File: config.mk
export PLATFORM = sky130hd
export DESIGN_NAME = text_tokenizer_unit
export DESIGN_NICKNAME = d
export VERILOG_FILES = /design/src/hdl/ttok_pkg.sv /design/src/hdl/text_tokenizer_unit.sv /design/src/hdl/ttok_front.sv /design/src/hdl/ttok_back.sv
export SDC_FILE = /design/constraint.sdc
export NUM_CORES = 1
export LEC_CHECK = 0
export ABC_AREA = 1
export BUFFER_PORTS_ARGS = -buffer_cell sky130_fd_sc_hd__buf_4
export CAP_MARGIN = 20
export CORE_UTILIZATION = 30
export DETAILED_ROUTE_END_ITERATION = 10
export GPL_ROUTABILITY_DRIVEN = 0
export SYNTH_ARGS = -nofsm -noshare
export SYNTH_HDL_FRONTEND = slang
export SYNTH_SLANG_ARGS = --single-unit
File: constraint.sdc
create_clock -name clk -period 5.7 [get_ports clk]
set_input_delay 0.57 -clock clk [delete_from_list [all_inputs] [get_ports clk]]
set_output_delay 0.57 -clock clk [all_outputs]
set_load 0.005 [all_outputs]
File: src/hdl/ttok_pkg.sv
// Shared types, constants and helpers for the text tokenizer.
`default_nettype none
package ttok_pkg;

  localparam int POS_WIDTH = 16;
  localparam int LEN_WIDTH = POS_WIDTH + 1;
  localparam int OUT_WIDTH = 16;
  localparam int OUT_MAX   = (1 << OUT_WIDTH) - 1;
  localparam int CLAMP_W   = (LEN_WIDTH > OUT_WIDTH) ? LEN_WIDTH : OUT_WIDTH;

  localparam int QDEPTH    = 4;
  localparam int QPTR_W    = $clog2(QDEPTH);
  localparam int QCNT_W    = $clog2(QDEPTH + 1);

  localparam logic [2:0] KIND_IDENT   = 3'd0;
  localparam logic [2:0] KIND_NUM     = 3'd1;
  localparam logic [2:0] KIND_OP      = 3'd2;
  localparam logic [2:0] KIND_BRACKET = 3'd3;
  localparam logic [2:0] KIND_QUOTED  = 3'd4;
  localparam logic [2:0] KIND_EMPTY   = 3'd5;

  typedef struct packed {
    logic [2:0]           kind;
    logic [OUT_WIDTH-1:0] start;
    logic [OUT_WIDTH-1:0] length;
    logic                 closed;
  } tok_t;

  // One queue entry: the results caused by one input word.
  typedef struct packed {
    logic two;
    tok_t tok0;
    tok_t tok1;
  } rec_t;

  function automatic logic [OUT_WIDTH-1:0] clamp_out(input logic [LEN_WIDTH-1:0] v);
    logic [CLAMP_W-1:0] w;
    w = CLAMP_W'(v);
    if (w > CLAMP_W'(OUT_MAX)) begin
      return OUT_WIDTH'(OUT_MAX);
    end
    return OUT_WIDTH'(w);
  endfunction

endpackage
`default_nettype wire

File: src/hdl/text_tokenizer_unit.sv
// Text tokenizer top level: scanner front end feeding a token queue.
// Each token passes through the queue and then the output register before it appears on the out_ ports.
// Throughput: one text byte per cycle while in_stall is low; output is one token per cycle
// while out_stall is low, so a byte that yields two tokens is sent one token at a time, absorbed by the 4-entry queue.
// in_stall rises only while the queue is full.
// Reset (rst_n low, synchronous) empties the queue and returns the scanner to idle at offset 0.
`default_nettype none
module text_tokenizer_unit (
  input  wire logic        clk,
  input  wire logic        rst_n,
  input  wire logic        in_valid,
  output      logic        in_stall,
  input  wire logic [7:0]  in_text_byte,
  output      logic        out_valid,
  input  wire logic        out_stall,
  output      logic [2:0]  out_token_kind,
  output      logic [15:0] out_token_start,
  output      logic [15:0] out_token_length,
  output      logic        out_quote_closed,
  output      logic        out_last_of_input
);

  logic           accept;
  logic           push;
  logic           full;
  ttok_pkg::rec_t rec;
  ttok_pkg::tok_t tok;

  assign in_stall = full;
  assign accept   = in_valid && !full;

  ttok_front u_front (
    .clk       (clk),
    .rst_n     (rst_n),
    .accept    (accept),
    .text_byte (in_text_byte),
    .push      (push),
    .rec       (rec)
  );

  ttok_back u_back (
    .clk       (clk),
    .rst_n     (rst_n),
    .push      (push),
    .rec       (rec),
    .full      (full),
    .out_valid (out_valid),
    .out_stall (out_stall),
    .out_tok   (tok),
    .out_last  (out_last_of_input)
  );

  assign out_token_kind   = tok.kind;
  assign out_token_start  = tok.start;
  assign out_token_length = tok.length;
  assign out_quote_closed = tok.closed;

endmodule
`default_nettype wire

File: src/hdl/ttok_front.sv
// Front end: per-byte scanner state machine, builds result records.
`default_nettype none
module ttok_front (
  input  wire logic                clk,
  input  wire logic                rst_n,
  input  wire logic                accept,
  input  wire logic [7:0]          text_byte,
  output      logic                push,
  output      ttok_pkg::rec_t      rec
);

  localparam int PW = ttok_pkg::POS_WIDTH;
  localparam int LW = ttok_pkg::LEN_WIDTH;
  localparam logic [PW-1:0] POS_MAX = {PW{1'b1}};

  localparam logic [3:0] M_IDLE    = 4'd0;
  localparam logic [3:0] M_QUOTE   = 4'd1;
  localparam logic [3:0] M_SIGN    = 4'd2;
  localparam logic [3:0] M_SIGNDOT = 4'd3;
  localparam logic [3:0] M_DOT     = 4'd4;
  localparam logic [3:0] M_OP      = 4'd5;
  localparam logic [3:0] M_INT     = 4'd6;
  localparam logic [3:0] M_FRAC    = 4'd7;
  localparam logic [3:0] M_EXP     = 4'd8;
  localparam logic [3:0] M_IDENT   = 4'd9;

  typedef struct packed {
    logic [3:0]    mode;
    logic          qsel;
    logic          qsingle;
    logic [PW-1:0] tstart;
    logic          emit;
    logic [2:0]    kind;
  } start_t;

  logic [3:0]    mode_r, mode_nxt;
  logic          qsingle_r, qsingle_nxt;
  logic [PW-1:0] pos_r, pos_nxt;
  logic [PW-1:0] tstart_r, tstart_nxt;

  function automatic logic is_blank(input logic [7:0] c);
    return c == 8'h20 || c == 8'h0D || c == 8'h0A || c == 8'h0B || c == 8'h09;
  endfunction

  function automatic logic is_digit(input logic [7:0] c);
    return c >= "0" && c <= "9";
  endfunction

  function automatic logic is_alpha(input logic [7:0] c);
    return (c >= "A" && c <= "Z") || (c >= "a" && c <= "z");
  endfunction

  function automatic logic is_bracket(input logic [7:0] c);
    return c == "[" || c == "]" || c == "{" || c == "}" || c == "(" || c == ")";
  endfunction

  function automatic logic is_op(input logic [7:0] c);
    return c == "!" || c == "#" || c == "$" || c == "%" || c == "&" || c == "*" ||
           c == "+" || c == "-" || c == "." || c == ":" || c == ";" || c == "<" ||
           c == "=" || c == ">" || c == "@" || c == "|" || c == "~";
  endfunction

  function automatic logic [PW-1:0] sat_inc(input logic [PW-1:0] p);
    return (p == POS_MAX) ? p : p + 1'b1;
  endfunction

  function automatic logic [PW-1:0] span(input logic [PW-1:0] p, input logic [PW-1:0] s);
    return (p >= s) ? p - s : '0;
  endfunction

  function automatic logic [2:0] kind_of_mode(input logic [3:0] m);
    if (m == M_QUOTE) return ttok_pkg::KIND_QUOTED;
    if (m == M_INT || m == M_FRAC || m == M_EXP) return ttok_pkg::KIND_NUM;
    if (m == M_IDENT) return ttok_pkg::KIND_IDENT;
    return ttok_pkg::KIND_OP;
  endfunction

  function automatic ttok_pkg::tok_t mk_tok(input logic [2:0] k, input logic [PW-1:0] s,
                                            input logic [LW-1:0] len, input logic cl);
    ttok_pkg::tok_t t;
    t.kind   = k;
    t.start  = ttok_pkg::clamp_out({1'b0, s});
    t.length = ttok_pkg::clamp_out(len);
    t.closed = cl;
    return t;
  endfunction

  // First byte of a new token.
  function automatic start_t start_token(input logic [7:0] c, input logic [PW-1:0] p);
    start_t r;
    r.mode    = M_IDLE;
    r.qsel    = 1'b0;
    r.qsingle = 1'b0;
    r.tstart  = p;
    r.emit    = 1'b0;
    r.kind    = ttok_pkg::KIND_EMPTY;
    if (is_blank(c)) begin
      r.tstart = '0;
    end else if (c == 8'h22 || c == 8'h27) begin
      r.mode    = M_QUOTE;
      r.qsel    = 1'b1;
      r.qsingle = (c == 8'h27);
      r.tstart  = sat_inc(p);
    end else if (is_op(c)) begin
      r.mode = (c == "+" || c == "-") ? M_SIGN : (c == ".") ? M_DOT : M_OP;
    end else if (is_digit(c)) begin
      r.mode = M_INT;
    end else if (is_alpha(c) || c == "_") begin
      r.mode = M_IDENT;
    end else if (is_bracket(c)) begin
      r.emit = 1'b1;
      r.kind = ttok_pkg::KIND_BRACKET;
    end else begin
      r.emit = 1'b1;
    end
    return r;
  endfunction

  logic            end_prev;
  logic            v0, v1;
  logic [PW-1:0]   cur_span;
  start_t          st;

  always_comb begin
    mode_nxt    = mode_r;
    qsingle_nxt = qsingle_r;
    pos_nxt     = pos_r;
    tstart_nxt  = tstart_r;
    end_prev    = 1'b0;
    v0          = 1'b0;
    v1          = 1'b0;
    cur_span    = span(pos_r, tstart_r);
    rec         = '0;
    st          = start_token(text_byte, pos_r);

    if (text_byte == 8'h00) begin
      if (mode_r != M_IDLE) begin
        v0       = 1'b1;
        rec.tok0 = mk_tok(kind_of_mode(mode_r), tstart_r, {1'b0, cur_span}, 1'b0);
      end
      mode_nxt = M_IDLE;
      pos_nxt  = '0;
    end else begin
      unique case (mode_r)
        M_QUOTE: begin
          if (text_byte == (qsingle_r ? 8'h27 : 8'h22)) begin
            v0       = 1'b1;
            rec.tok0 = mk_tok(ttok_pkg::KIND_QUOTED, tstart_r, {1'b0, cur_span}, 1'b1);
            mode_nxt = M_IDLE;
          end
        end
        M_SIGN: begin
          if (is_digit(text_byte)) mode_nxt = M_INT;
          else if (text_byte == ".") mode_nxt = M_SIGNDOT;
          else if (is_op(text_byte)) mode_nxt = M_OP;
          else end_prev = 1'b1;
        end
        M_SIGNDOT, M_DOT: begin
          if (is_digit(text_byte)) mode_nxt = M_FRAC;
          else if (is_op(text_byte)) mode_nxt = M_OP;
          else end_prev = 1'b1;
        end
        M_OP: begin
          if (!is_op(text_byte)) end_prev = 1'b1;
        end
        M_INT, M_FRAC, M_EXP: begin
          if (is_digit(text_byte)) begin
            mode_nxt = mode_r;
          end else if (text_byte == "." && mode_r == M_INT) begin
            mode_nxt = M_FRAC;
          end else if ((text_byte == "e" || text_byte == "E") && mode_r != M_EXP) begin
            mode_nxt = M_EXP;
          end else if (text_byte == "f" || text_byte == "F") begin
            // suffix is part of the token and closes it
            v0       = 1'b1;
            rec.tok0 = mk_tok(ttok_pkg::KIND_NUM, tstart_r,
                              {1'b0, cur_span} + LW'(1), 1'b0);
            mode_nxt = M_IDLE;
          end else begin
            end_prev = 1'b1;
          end
        end
        M_IDENT: begin
          if (!(is_alpha(text_byte) || is_digit(text_byte) || text_byte == "_"))
            end_prev = 1'b1;
        end
        default: begin
          mode_nxt = st.mode;
          if (st.qsel) qsingle_nxt = st.qsingle;
          tstart_nxt = st.tstart;
          if (is_blank(text_byte)) tstart_nxt = tstart_r;
          if (st.emit) begin
            v0       = 1'b1;
            rec.tok0 = mk_tok(st.kind, pos_r,
                              (st.kind == ttok_pkg::KIND_BRACKET) ? LW'(1) : LW'(0), 1'b0);
          end
        end
      endcase

      if (end_prev) begin
        v0       = 1'b1;
        rec.tok0 = mk_tok(kind_of_mode(mode_r), tstart_r, {1'b0, cur_span}, 1'b0);
        mode_nxt = st.mode;
        if (st.qsel) qsingle_nxt = st.qsingle;
        if (!is_blank(text_byte)) tstart_nxt = st.tstart;
        if (st.emit) begin
          v1       = 1'b1;
          rec.tok1 = mk_tok(st.kind, pos_r,
                            (st.kind == ttok_pkg::KIND_BRACKET) ? LW'(1) : LW'(0), 1'b0);
        end
      end
      pos_nxt = sat_inc(pos_r);
    end
    rec.two = v1;
    push    = accept && v0;
  end

  always_ff @(posedge clk) begin
    if (!rst_n) begin
      mode_r    <= M_IDLE;
      qsingle_r <= 1'b0;
      pos_r     <= '0;
      tstart_r  <= '0;
    end else if (accept) begin
      mode_r    <= mode_nxt;
      qsingle_r <= qsingle_nxt;
      pos_r     <= pos_nxt;
      tstart_r  <= tstart_nxt;
    end
  end

endmodule
`default_nettype wire

File: src/hdl/ttok_back.sv
// Back end: record queue and output register that sends the tokens of each record one at a time.
`default_nettype none
module ttok_back (
  input  wire logic                 clk,
  input  wire logic                 rst_n,
  input  wire logic                 push,
  input  wire ttok_pkg::rec_t       rec,
  output      logic                 full,
  output      logic                 out_valid,
  input  wire logic                 out_stall,
  output      ttok_pkg::tok_t       out_tok,
  output      logic                 out_last
);

  localparam int PW = ttok_pkg::QPTR_W;
  localparam int CW = ttok_pkg::QCNT_W;

  ttok_pkg::rec_t q_mem [ttok_pkg::QDEPTH];

  logic [PW-1:0] wr_ptr_r, rd_ptr_r;
  logic [CW-1:0] count_r, count_nxt;
  logic          sel_r;
  logic          valid_r;
  ttok_pkg::tok_t tok_r;
  logic          last_r;
  logic          load;
  logic          pop;
  logic          head_two;

  assign full      = (count_r == CW'(ttok_pkg::QDEPTH));
  assign load      = (count_r != '0) && (!valid_r || !out_stall);
  assign head_two  = q_mem[rd_ptr_r].two;
  // second token of a record, or a record with one token, retires the entry
  assign pop       = load && (sel_r || !head_two);
  assign out_valid = valid_r;
  assign out_tok   = tok_r;
  assign out_last  = last_r;

  always_comb begin
    count_nxt = count_r;
    if (push && !pop) count_nxt = count_r + 1'b1;
    else if (!push && pop) count_nxt = count_r - 1'b1;
  end

  always_ff @(posedge clk) begin
    if (push) q_mem[wr_ptr_r] <= rec;
    if (load) begin
      tok_r  <= sel_r ? q_mem[rd_ptr_r].tok1 : q_mem[rd_ptr_r].tok0;
      last_r <= sel_r || !q_mem[rd_ptr_r].two;
    end
  end

  always_ff @(posedge clk) begin
    if (!rst_n) begin
      wr_ptr_r <= '0;
      rd_ptr_r <= '0;
      count_r  <= '0;
      sel_r    <= 1'b0;
      valid_r  <= 1'b0;
    end else begin
      if (push) wr_ptr_r <= wr_ptr_r + 1'b1;
      if (pop) rd_ptr_r <= rd_ptr_r + 1'b1;
      count_r <= count_nxt;
      if (load) sel_r <= !pop;
      if (load) valid_r <= 1'b1;
      else if (!out_stall) valid_r <= 1'b0;
    end
  end

endmodule
`default_nettype wire

# After elaboration in Yosys (flattened, before gate mapping)

Memory sizes are Yosys's and may differ from the RTL's. A register that Yosys moved wholly into a read port is not among the register bits.
Cells that the tools add are included.

Flip-flop bits (word level): 83
Bits in writable memories: 292
Bits of input ports: 12
Output and inout port bits: 39
Word-level logic and storage cells: 282
Memories kept: 1

Memory list:

| name         | depth | width | rd ports | clocked after Yosys merged registers in | write ports | RTL line        | text |
|---|---|---|---|---|---|---|---|
| u_back.q_mem | 4     | 73    | 1        | 1                                       | 1           | ttok_back.sv:18 | `ttok_pkg::rec_t q_mem [ttok_pkg::QDEPTH];` |

Add/sub/neg operators: 7
$lt $le $gt $ge: 9
Eq/ne operators: 54
Muxes and demuxes: 131
Bitwise operators: 1
Reductions and logical operators: 65

Operator list:

| cell                  | number |
|---|---|
| $mux 36               | 10 |
| $mux 16               | 12 |
| $eq 8x6->1 const B    | 19 |
| $pmux 36 s3           | 1 |
| $eq 8x7->1 const B    | 12 |
| $mux 4                | 21 |
| $mux 72               | 1 |
| $mux 1                | 65 |
| $mux 3                | 13 |
| $logic_or 1x1->1      | 37 |
| $gt 17x16->1 const B  | 2 |
| $mux 34               | 1 |
| $eq 8x4->1 const B    | 4 |
| $pmux 4 s5            | 1 |
| $mux 18               | 1 |
| $add 16x1->17 const B | 1 |
| $add 16x1->16 const B | 1 |
| $eq 16x16->1 const B  | 1 |
| $eq 4x3->1 const B    | 4 |
| $ge 16x16->1          | 1 |
| $ge 8x7->1 const B    | 2 |
| $le 8x7->1 const B    | 2 |
| $sub 16x16->16        | 1 |
| $logic_and 1x1->1     | 11 |
| other kinds (33)      | 43 |

# Depth between registers and ports, before layout

Gate-level depths: netlist (run 1).

Word-level depth: 36
Gate-level depth with buffers: 29
Gate-level depth less buffers: 27

# Cells and area by module

Synthesis (run 1) repeated with hierarchy kept, for this count alone.

Cell total of the unflattened synthesis: 1891
Area, all modules: 18008.5 um^2

Modules (own cells, without submodules):

| module              | instances | cells an instance | area each (um^2) | seq. area each (um^2) |
|---|---|---|---|---|
| ttok_back           | 1         | 932               | 12858.6          | 10099.7 |
| ttok_front          | 1         | 957               | 5139.9           | 740.7 |
| text_tokenizer_unit | 1         | 2                 | 10.0             | 0.0 |

# Worst setup path after synthesis (run 1)

No wires, ideal clock.

Path type: input to register
Start: in in_text_byte[1]
End: mem u_back.q_mem[0][17] in the netlist's numbering (enable)
Library setup time: 0.470 ns
Arrival: 4.585 ns
Data required time: 5.230 ns
Path slack: 0.645 ns
Stages on the path: 14
Buffers on the path: 1
Cells stage by stage: buf_2 inv_1 nor2_1 nand2_1 inv_1 o21ai_2 clkinv_1 nor2_1 nand4_1 nor2_2 inv_1 nand2_1 nand3_2 nor2_1

Cells in the longest elaborated chain, start to end: 27
Elaborated cells between the ends (all ways): 97
Those cells by class: 6 x order compare; 30 x eq/ne; 27 x mux; 34 x reduce/logical

RTL lines:

| item                                 | RTL line                             | text |
|---|---|---|
| start, declared                      | text_tokenizer_unit.sv:13            | `input wire logic [7:0] in_text_byte,` |
| $eq 8x6->1                           | ttok_front.sv:58                     | `return c == "!" \|\| c == "#" \|\| c == "$" \|\| c == "%" \|\| c == "&" \|\| c == "*" \|\|` |
| $logic_or 1x1->1 (6 in series)       | ttok_front.sv:58                     |  |
| $logic_or 1x1->1 (6 in series)       | ttok_front.sv:59                     | `c == "+" \|\| c == "-" \|\| c == "." \|\| c == ":" \|\| c == ";" \|\| c == "<" \|\|` |
| $logic_or 1x1->1 (4 in series)       | ttok_front.sv:60                     | `c == "=" \|\| c == ">" \|\| c == "@" \|\| c == "\|" \|\| c == "~";` |
| $mux 1 or $mux 4 (tied branches)     | --                                   |  |
| $mux 1 or $mux 4 (tied branches)     | ttok_front.sv:154, ttok_front.sv:99  |  |
| $mux 1 or $mux 4 (tied branches)     | ttok_front.sv:153, ttok_front.sv:97  |  |
| $pmux 1 s5 or $mux 1 (tied branches) | ttok_front.sv:144, ttok_front.sv:192 |  |
| $mux 1 or $pmux 1 s3 (tied branches) | ttok_front.sv:136, ttok_front.sv:144 |  |
| $mux 1                               | ttok_front.sv:200                    | `if (end_prev) begin` |
| $mux 1 (*)                           | ttok_front.sv:136                    | `if (text_byte == 8'h00) begin` |
| $logic_and 1x1->1 (*)                | ttok_front.sv:215                    | `push = accept && v0;` |
| $mux 1 (*)                           | ttok_back.sv:46                      | `if (push) q_mem[wr_ptr_r] <= rec;` |
| $mux 1 (not written as such) (*)     | ttok_back.sv:46                      |  |
| end, declared                        | ttok_back.sv:18                      |  |

Every way passes the cells marked *; elsewhere a longest branch is shown, timed or not. The select of a mux whose other input is x is not followed.

==> impl_metrics.json, run 1 <==
{
  "initial_core_util_pct": 30.56,
  "rr_startpoint": "u_front.pos_r[0]",
  "path_delay_family": "simple AND/OR/NAND/NOR gates",
  "yosysTopAreaCell": "edfxtp_1",
  "finalSetupViolCount": 0,
  "status": "completed",
  "cap_violations": 0,
  "syn_nets": 1752,
  "area_growth_pct": 14.39,
  "cts_setup_buffers": 0,
  "slowest_delay_ns": 0.46,
  "synth.area.top_cells": "edfxtp_1 (51%), nor2_1 (7.9%), nand2_1 (7.7%)",
  "critPathCaptureType": "flop",
  "cts_buffers": 35,
  "syn_inst": 1714,
  "route.vias.total": 12110,
  "antenna_found_initial": 0,
  "hpwl_um": 27440,
  "min_from": "rst_n",
  "grt-ovfl-total": 0,
  "drc": 0,
  "crit_chain": "inv_1, ha_1, fa_1, inv_1, nand2_1, nand2_1, nand3_1, nand3_1, nand2_1, nand2_4, nand2_1, inv_1, ha_1, nand4_4, nor2_1, nand2_1, xor2_1, o21ai_0, o21ai_0, nand2_1, o21ai_0",
  "required_ns": 5.81,
  "die_h_um": 228.5,
  "cp-start-kind": "flop",
  "grt_max_degree": 71,
  "grt_pass1_wl_um": 64690,
  "synth_top_area_share_pct": 50.91,
  "die_w_um": 228.5,
  "clk_latency_ns": 0.54,
  "worst_pin_slew_ns": 1.106,
  "viasPerCell": 4.946,
  "hold_path.class": "input pin to flop",
  "worstPathMaxFanout": 26,
  "post-route-min-period_ns": 4.457,
  "synth_cell_types": 51,
  "h-tree-depth": 2,
  "ys_seq_area_share_pct": 57.16,
  "final_nets": 1792,
  "cts.root.buffer_cell": "clkbuf_16",
  "postSynthAreaPerCell_um2": 8.981,
  "cts_tree": "yes",
  "post-route-period-util_pct": 78.19,
  "cts_buffer_depth": 3,
  "rsz0062_at_grt": "no",
  "core_um2": 50380,
  "dieArea_um2": 52220,
  "slowest_stage": "fa_1",
  "slew_headroom_pct": 25.50,
  "ys_warn_count": 0,
  "critPathBufInv": 3,
  "grt_pass1_vias": 11470,
  "critPathMostFrequentCell": "nand2_1",
  "cts.clk_slew.worst_paths_ns": 0.06,
  "dp_slack_ns": 1.290,
  "finalMaxSlewViolations": 0,
  "cts_hold_buffers": 0,
  "grt.total_usage_pct": 15.78,
  "dr.first_iter.drc_count": 1022,
  "synth_edf_count": 261,
  "final_cell_mix": "nor2_1 (322), nand2_1 (317), edfxtp_1 (261), inv_1 (166), o21ai_0 (158)",
  "ctsResizeCount": 0,
  "crit_start": "u_front.pos_r[0]",
  "cts.sinks": 309,
  "routedWlPerCell_um": 16.85,
  "portBuffers": 50,
  "tns_ns": 0,
  "power_density_nw_per_um2": 423.9,
  "fin_ws_ns": 1.243,
  "hold_viol_final": 0,
  "synth_seq_cells": 309,
  "drive_gt1_share_pct": 8.615,
  "ant_nets": 0,
  "layout_commonest_cell": "nor2_1",
  "worstPathArrival_ns": 4.56,
  "max_freq_mhz": 224.4,
  "critPathKind": "flop to flop",
  "finalWirelength_um": 41240,
  "rows": 82,
  "syn-cell-area_um2": 15390,
  "irDropWorstVdd_mv": 0.1921,
  "drtPass1Iterations": 5,
  "diodes": 0,
  "async_reset_ff_share_pct": 0,
  "clock_skew_ns": 0.01515,
  "io_pins": 51,
  "leakagePower_nw": 6.749,
  "ys.flop_type": "edfxtp_1"
}
==> flip-flops by register name, summed over array words and instances, names as in the netlist, named ones only <==
| signal | flops |
|---|---|
| u_back.out_valid | 1 |
| u_back.wr_ptr_r | 2 |
| u_back.out_tok | 36 |
| u_front.pos_r | 16 |
| u_back.out_last | 1 |
| u_back.q_mem | 224 |
| u_front.qsingle_r | 1 |
| u_front.mode_r | 4 |
| u_back.sel_r | 1 |
| u_back.count_r | 3 |
| u_front.tstart_r | 14 |
| u_back.rd_ptr_r | 2 |
==> layout make-up <==
class                   count  area (µm²)
multi-input cells        1162        5689
flip-flops and latches    309        8803
well taps                 672       840.8
clock buffers              43       905.9
inverters                 174       653.1
clock inverters            16       117.6
repair buffers             72       598.1
fillers                  5024       32770
==> cell usage after synthesis (2+ instances only) <==
master	instances
a22oi_1	18
xor2_1	11
buf_2	6
o21ai_1	4
nand3_4	3
nand3b_1	2
a31oi_1	23
nand3_1	76
nor2_1	326
nor2_4	3
clkinv_1	4
a21boi_0	2
dfxtp_1	48
nand3_2	5
ha_1	24
o31ai_1	5
clkbuf_1	54
inv_1	167
o21ai_0	158
nor3_1	12
inv_2	3
a32oi_1	2
nand2_1	317
nand2_2	3
nor4_1	5
buf_1	5
o22ai_1	39
edfxtp_1	261
nor2_2	8
a21o_1	2
nand4_1	18
a211oi_1	13
a21oi_1	65
buf_4	2
fa_1	2
o21bai_1	3
==> worst paths after layout <==
check        slack, ns  depth (start not counted)                  end
max reg2reg       1.24                         21  u_back.q_mem[3][51]
min reg2reg       0.48                          2    u_front.qsingle_r
max               1.24                         21  u_back.q_mem[3][51]
min               0.40                          3  u_front.tstart_r[7]
==> logic make-up (layout without fill, tap and decap cells) <==
kind of cell | count (synthesis) | count (layout) | share of synthesized area [%]
AO/OA/AOI/OAI | 338 | 338 | 12.32
XOR/XNOR | 13 | 13 | 0.7884
adder cells (fa/ha/maj) | 26 | 26 | 2.211
buffers and inverters | 243 | 305 | 6.177
flip-flops | 309 | 309 | 57.16
AND/OR/NAND/NOR | 785 | 785 | 21.34
==> report_power, final <==
group / total, mW / internal, mW / leakage, nW / switching [mW]
Clock: 2.06 / 1.18 / 0.491 / 0.886
Combinational: 2.29 / 0.733 / 3.53 / 1.56
Sequential: 3.11 / 2.94 / 2.73 / 0.171
==> through the flow <==
stage                     area [µm²]  hold slack (ns)  utilization, %  power (mW)  std cells
after CTS                      17580           0.3778           34.90       7.518       2447
after detailed placement       16560           0.4657           32.87       5.452       2388
after floorplan                15390           0.4362               -       4.620       1714
after global routing           17610           0.3972           34.95       7.926       2448
after global placement         16560           0.4451           32.87       5.424       2388
final                          17610           0.3990           34.95       7.463       2448
==> routing by layer <==
layer / share of wire (%) / vias to the layer above / GRT usage (%) / wire (µm)
li1: - / 5917 / - / -
met1: 45 / 5694 / 21.60 / 18450
met2: 45 / 446 / 24.87 / 18510
met3: 8.5 / 51 / 3.655 / 3515
met4: 1.9 / 0 / 4.362 / 763
met5: 0 / - / 0 / 0
==> tightest hold or removal path: cells and delay by family <==
kind / cells / cell delay, ns
buf+inv: 1 / 0.18
compound gates: 2 / 0.13
Power figures use the tool's default switching activity.
==> run 2: changes to the inputs <==
==> constraint.sdc (replaced) <==
create_clock -name clk -period 3.8 [get_ports clk]
set_input_delay 0.38 -clock clk [delete_from_list [all_inputs] [get_ports clk]]
set_output_delay 0.38 -clock clk [all_outputs]
set_load 0.005 [all_outputs]
==> impl_metrics.json, run 2 (synthesis results as in run 1) <==
{
  "status": "completed",
  "worst_pin_slew_ns": 1.030,
  "grt_pass1_wl_um": 65620,
  "finalMaxSlewViolations": 0,
  "clk_latency_ns": 0.53,
  "die_w_um": 228.5,
  "diodes": 0,
  "grt.total_usage_pct": 15.78,
  "required_ns": 4.19,
  "cts_buffer_depth": 3,
  "max_freq_mhz": 275.6,
  "portBuffers": 50,
  "cts_tree": "yes",
  "post-route-min-period_ns": 3.629,
  "die_h_um": 228.5,
  "cts.clk_slew.worst_paths_ns": 0.06,
  "ant_nets": 0,
  "final_cell_mix": "nor2_1 (319), nand2_1 (310), edfxtp_1 (261), inv_1 (163), o21ai_0 (157)",
  "area_growth_pct": 18.59,
  "cts_buffers": 35,
  "grt_max_degree": 79,
  "hold_viol_final": 0,
  "dpl-instance-area_um2": 16860,
  "io_pins": 51,
  "fin_area_um2": 18260,
  "grt_pass1_vias": 11620,
  "critPathCaptureType": "flop",
  "grt-ovfl-total": 0,
  "layout_commonest_cell": "nor2_1",
  "core_um2": 50380,
  "critPathKind": "flop to flop",
  "antenna_found_initial": 1,
  "power_density_nw_per_um2": 646.2,
  "hpwl_um": 27870,
  "post-route-period-util_pct": 95.49,
  "finalSetupViolCount": 0,
  "reg2reg_depth": 21,
  "cts.sinks": 309,
  "initial_core_util_pct": 30.56,
  "hold_path.class": "input pin to flop",
  "drtPass1Iterations": 5,
  "rows": 82,
  "final_core_util_pct": 36.24,
  "drive_gt1_share_pct": 12.96,
  "dieArea_um2": 52220,
  "routedWlPerCell_um": 16.82,
  "dr.first_iter.drc_count": 1153,
  "route.vias.total": 12520,
  "largest-register": "u_back.q_mem",
  "min_delay_path_depth": 3,
  "final_nets": 1833,
  "clock_skew_ns": 0.01784,
  "cts.root.buffer_cell": "clkbuf_16",
  "drc": 0,
  "h-tree-depth": 2,
  "leakagePower_nw": 7.064,
  "cts_hold_buffers": 0,
  "viasPerCell": 5.020,
  "cp-start-kind": "flop",
  "largest_reg_flops": 224,
  "fin_ws_ns": 0.1715,
  "irDropWorstVdd_mv": 0.3046,
  "finalWirelength_um": 41930,
  "dp_slack_ns": -0.03000,
  "cap_violations": 0,
  "slew_headroom_pct": 31.16,
  "worstPathArrival_ns": 4.01,
  "worstPathMaxFanout": 25,
  "whs_ns": 0.2181
}
[run 2: changes by cell type in the layout (fill, tap and decap cells not counted), moves of 6 or more]
| cell | before | now |
|---|---|---|
| buf_4 | 68 | 106 |
| clkinv_1 | 13 | 6 |
| nand2_1 | 317 | 310 |
| nand2_2 | 3 | 10 |
| nand3_1 | 76 | 69 |
| nand3_2 | 5 | 11 |
[run 2: critical path: stages, from the launching register on]
cell,delay [ns]
dfxtp_1,0.33
inv_1,0.06
ha_1,0.22
fa_2,0.39
inv_2,0.09
nand2_1,0.05
nand2_1,0.08
nand3_2,0.09
nand3_2,0.10
nand2_1,0.09
nand2_4,0.09
buf_12,0.19
nand3_1,0.12
nor2_1,0.17
nand3_1,0.11
nor2_1,0.16
nand4_1,0.20
buf_4,0.24
nand2_1,0.07
a22oi_1,0.06
o22ai_1,0.34
buf_4,0.21
[run 2: stage by stage]
| step | TNS [ns] | std cells | power (mW) |
|---|---|---|---|
| after floorplan | -36.66 | 1714 | 6.920 |
| after global placement | 0 | 2425 | 8.228 |
| after detailed placement | -0.5869 | 2425 | 8.276 |
| after CTS | 0 | 2488 | 11.81 |
| after global routing | -2.523 | 2493 | 12.45 |
| final | 0 | 2493 | 11.80 |
[run 2: final cells by class]
cell class,instances,area (µm²)
Sequential cell,309,8803
Clock buffer,46,988.4
Fill cell,4962,32120
Clock inverter,17,230.2
Timing Repair Buffer,111,895.9
Tap cell,672,840.8
Multi-Input combinational cell,1164,5843
Inverter,174,653.1
[run 2: routing by layer]
layer	vias to the layer above	track usage (%)	routed length, µm
met5	-	0	13
met4	2	4.153	839
met3	63	2.083	2780
met2	436	25.89	19410
met1	6006	21.82	18890
li1	6008	-	-
[run 2: path summary, 6_finish.rpt]
check,startpoint,to,slack (ns)
setup / recovery,u_front.pos_r[0],u_back.q_mem[3][49],0.17
hold / removal,rst_n,u_back.count_r[0],0.22
setup reg to reg,u_front.pos_r[0],u_back.q_mem[3][49],0.17
hold reg to reg,u_back.rd_ptr_r[1],flop,0.47
[run 2: power by group]
part	internal (mW)	total (mW)	switching [mW]	leakage [nW]
clock network	2.18	3.52	1.34	0.601
registers	4.41	4.64	0.229	2.73
logic	1.20	3.64	2.44	3.74
[run 2: repair_timing]
item / in CTS / in global routing
pin swaps: 0 / 8
setup buffers: 0 / 3
resized for setup: 2 / 33
gates cloned: 0 / 2
setup endpoints to repair: 38 / 64
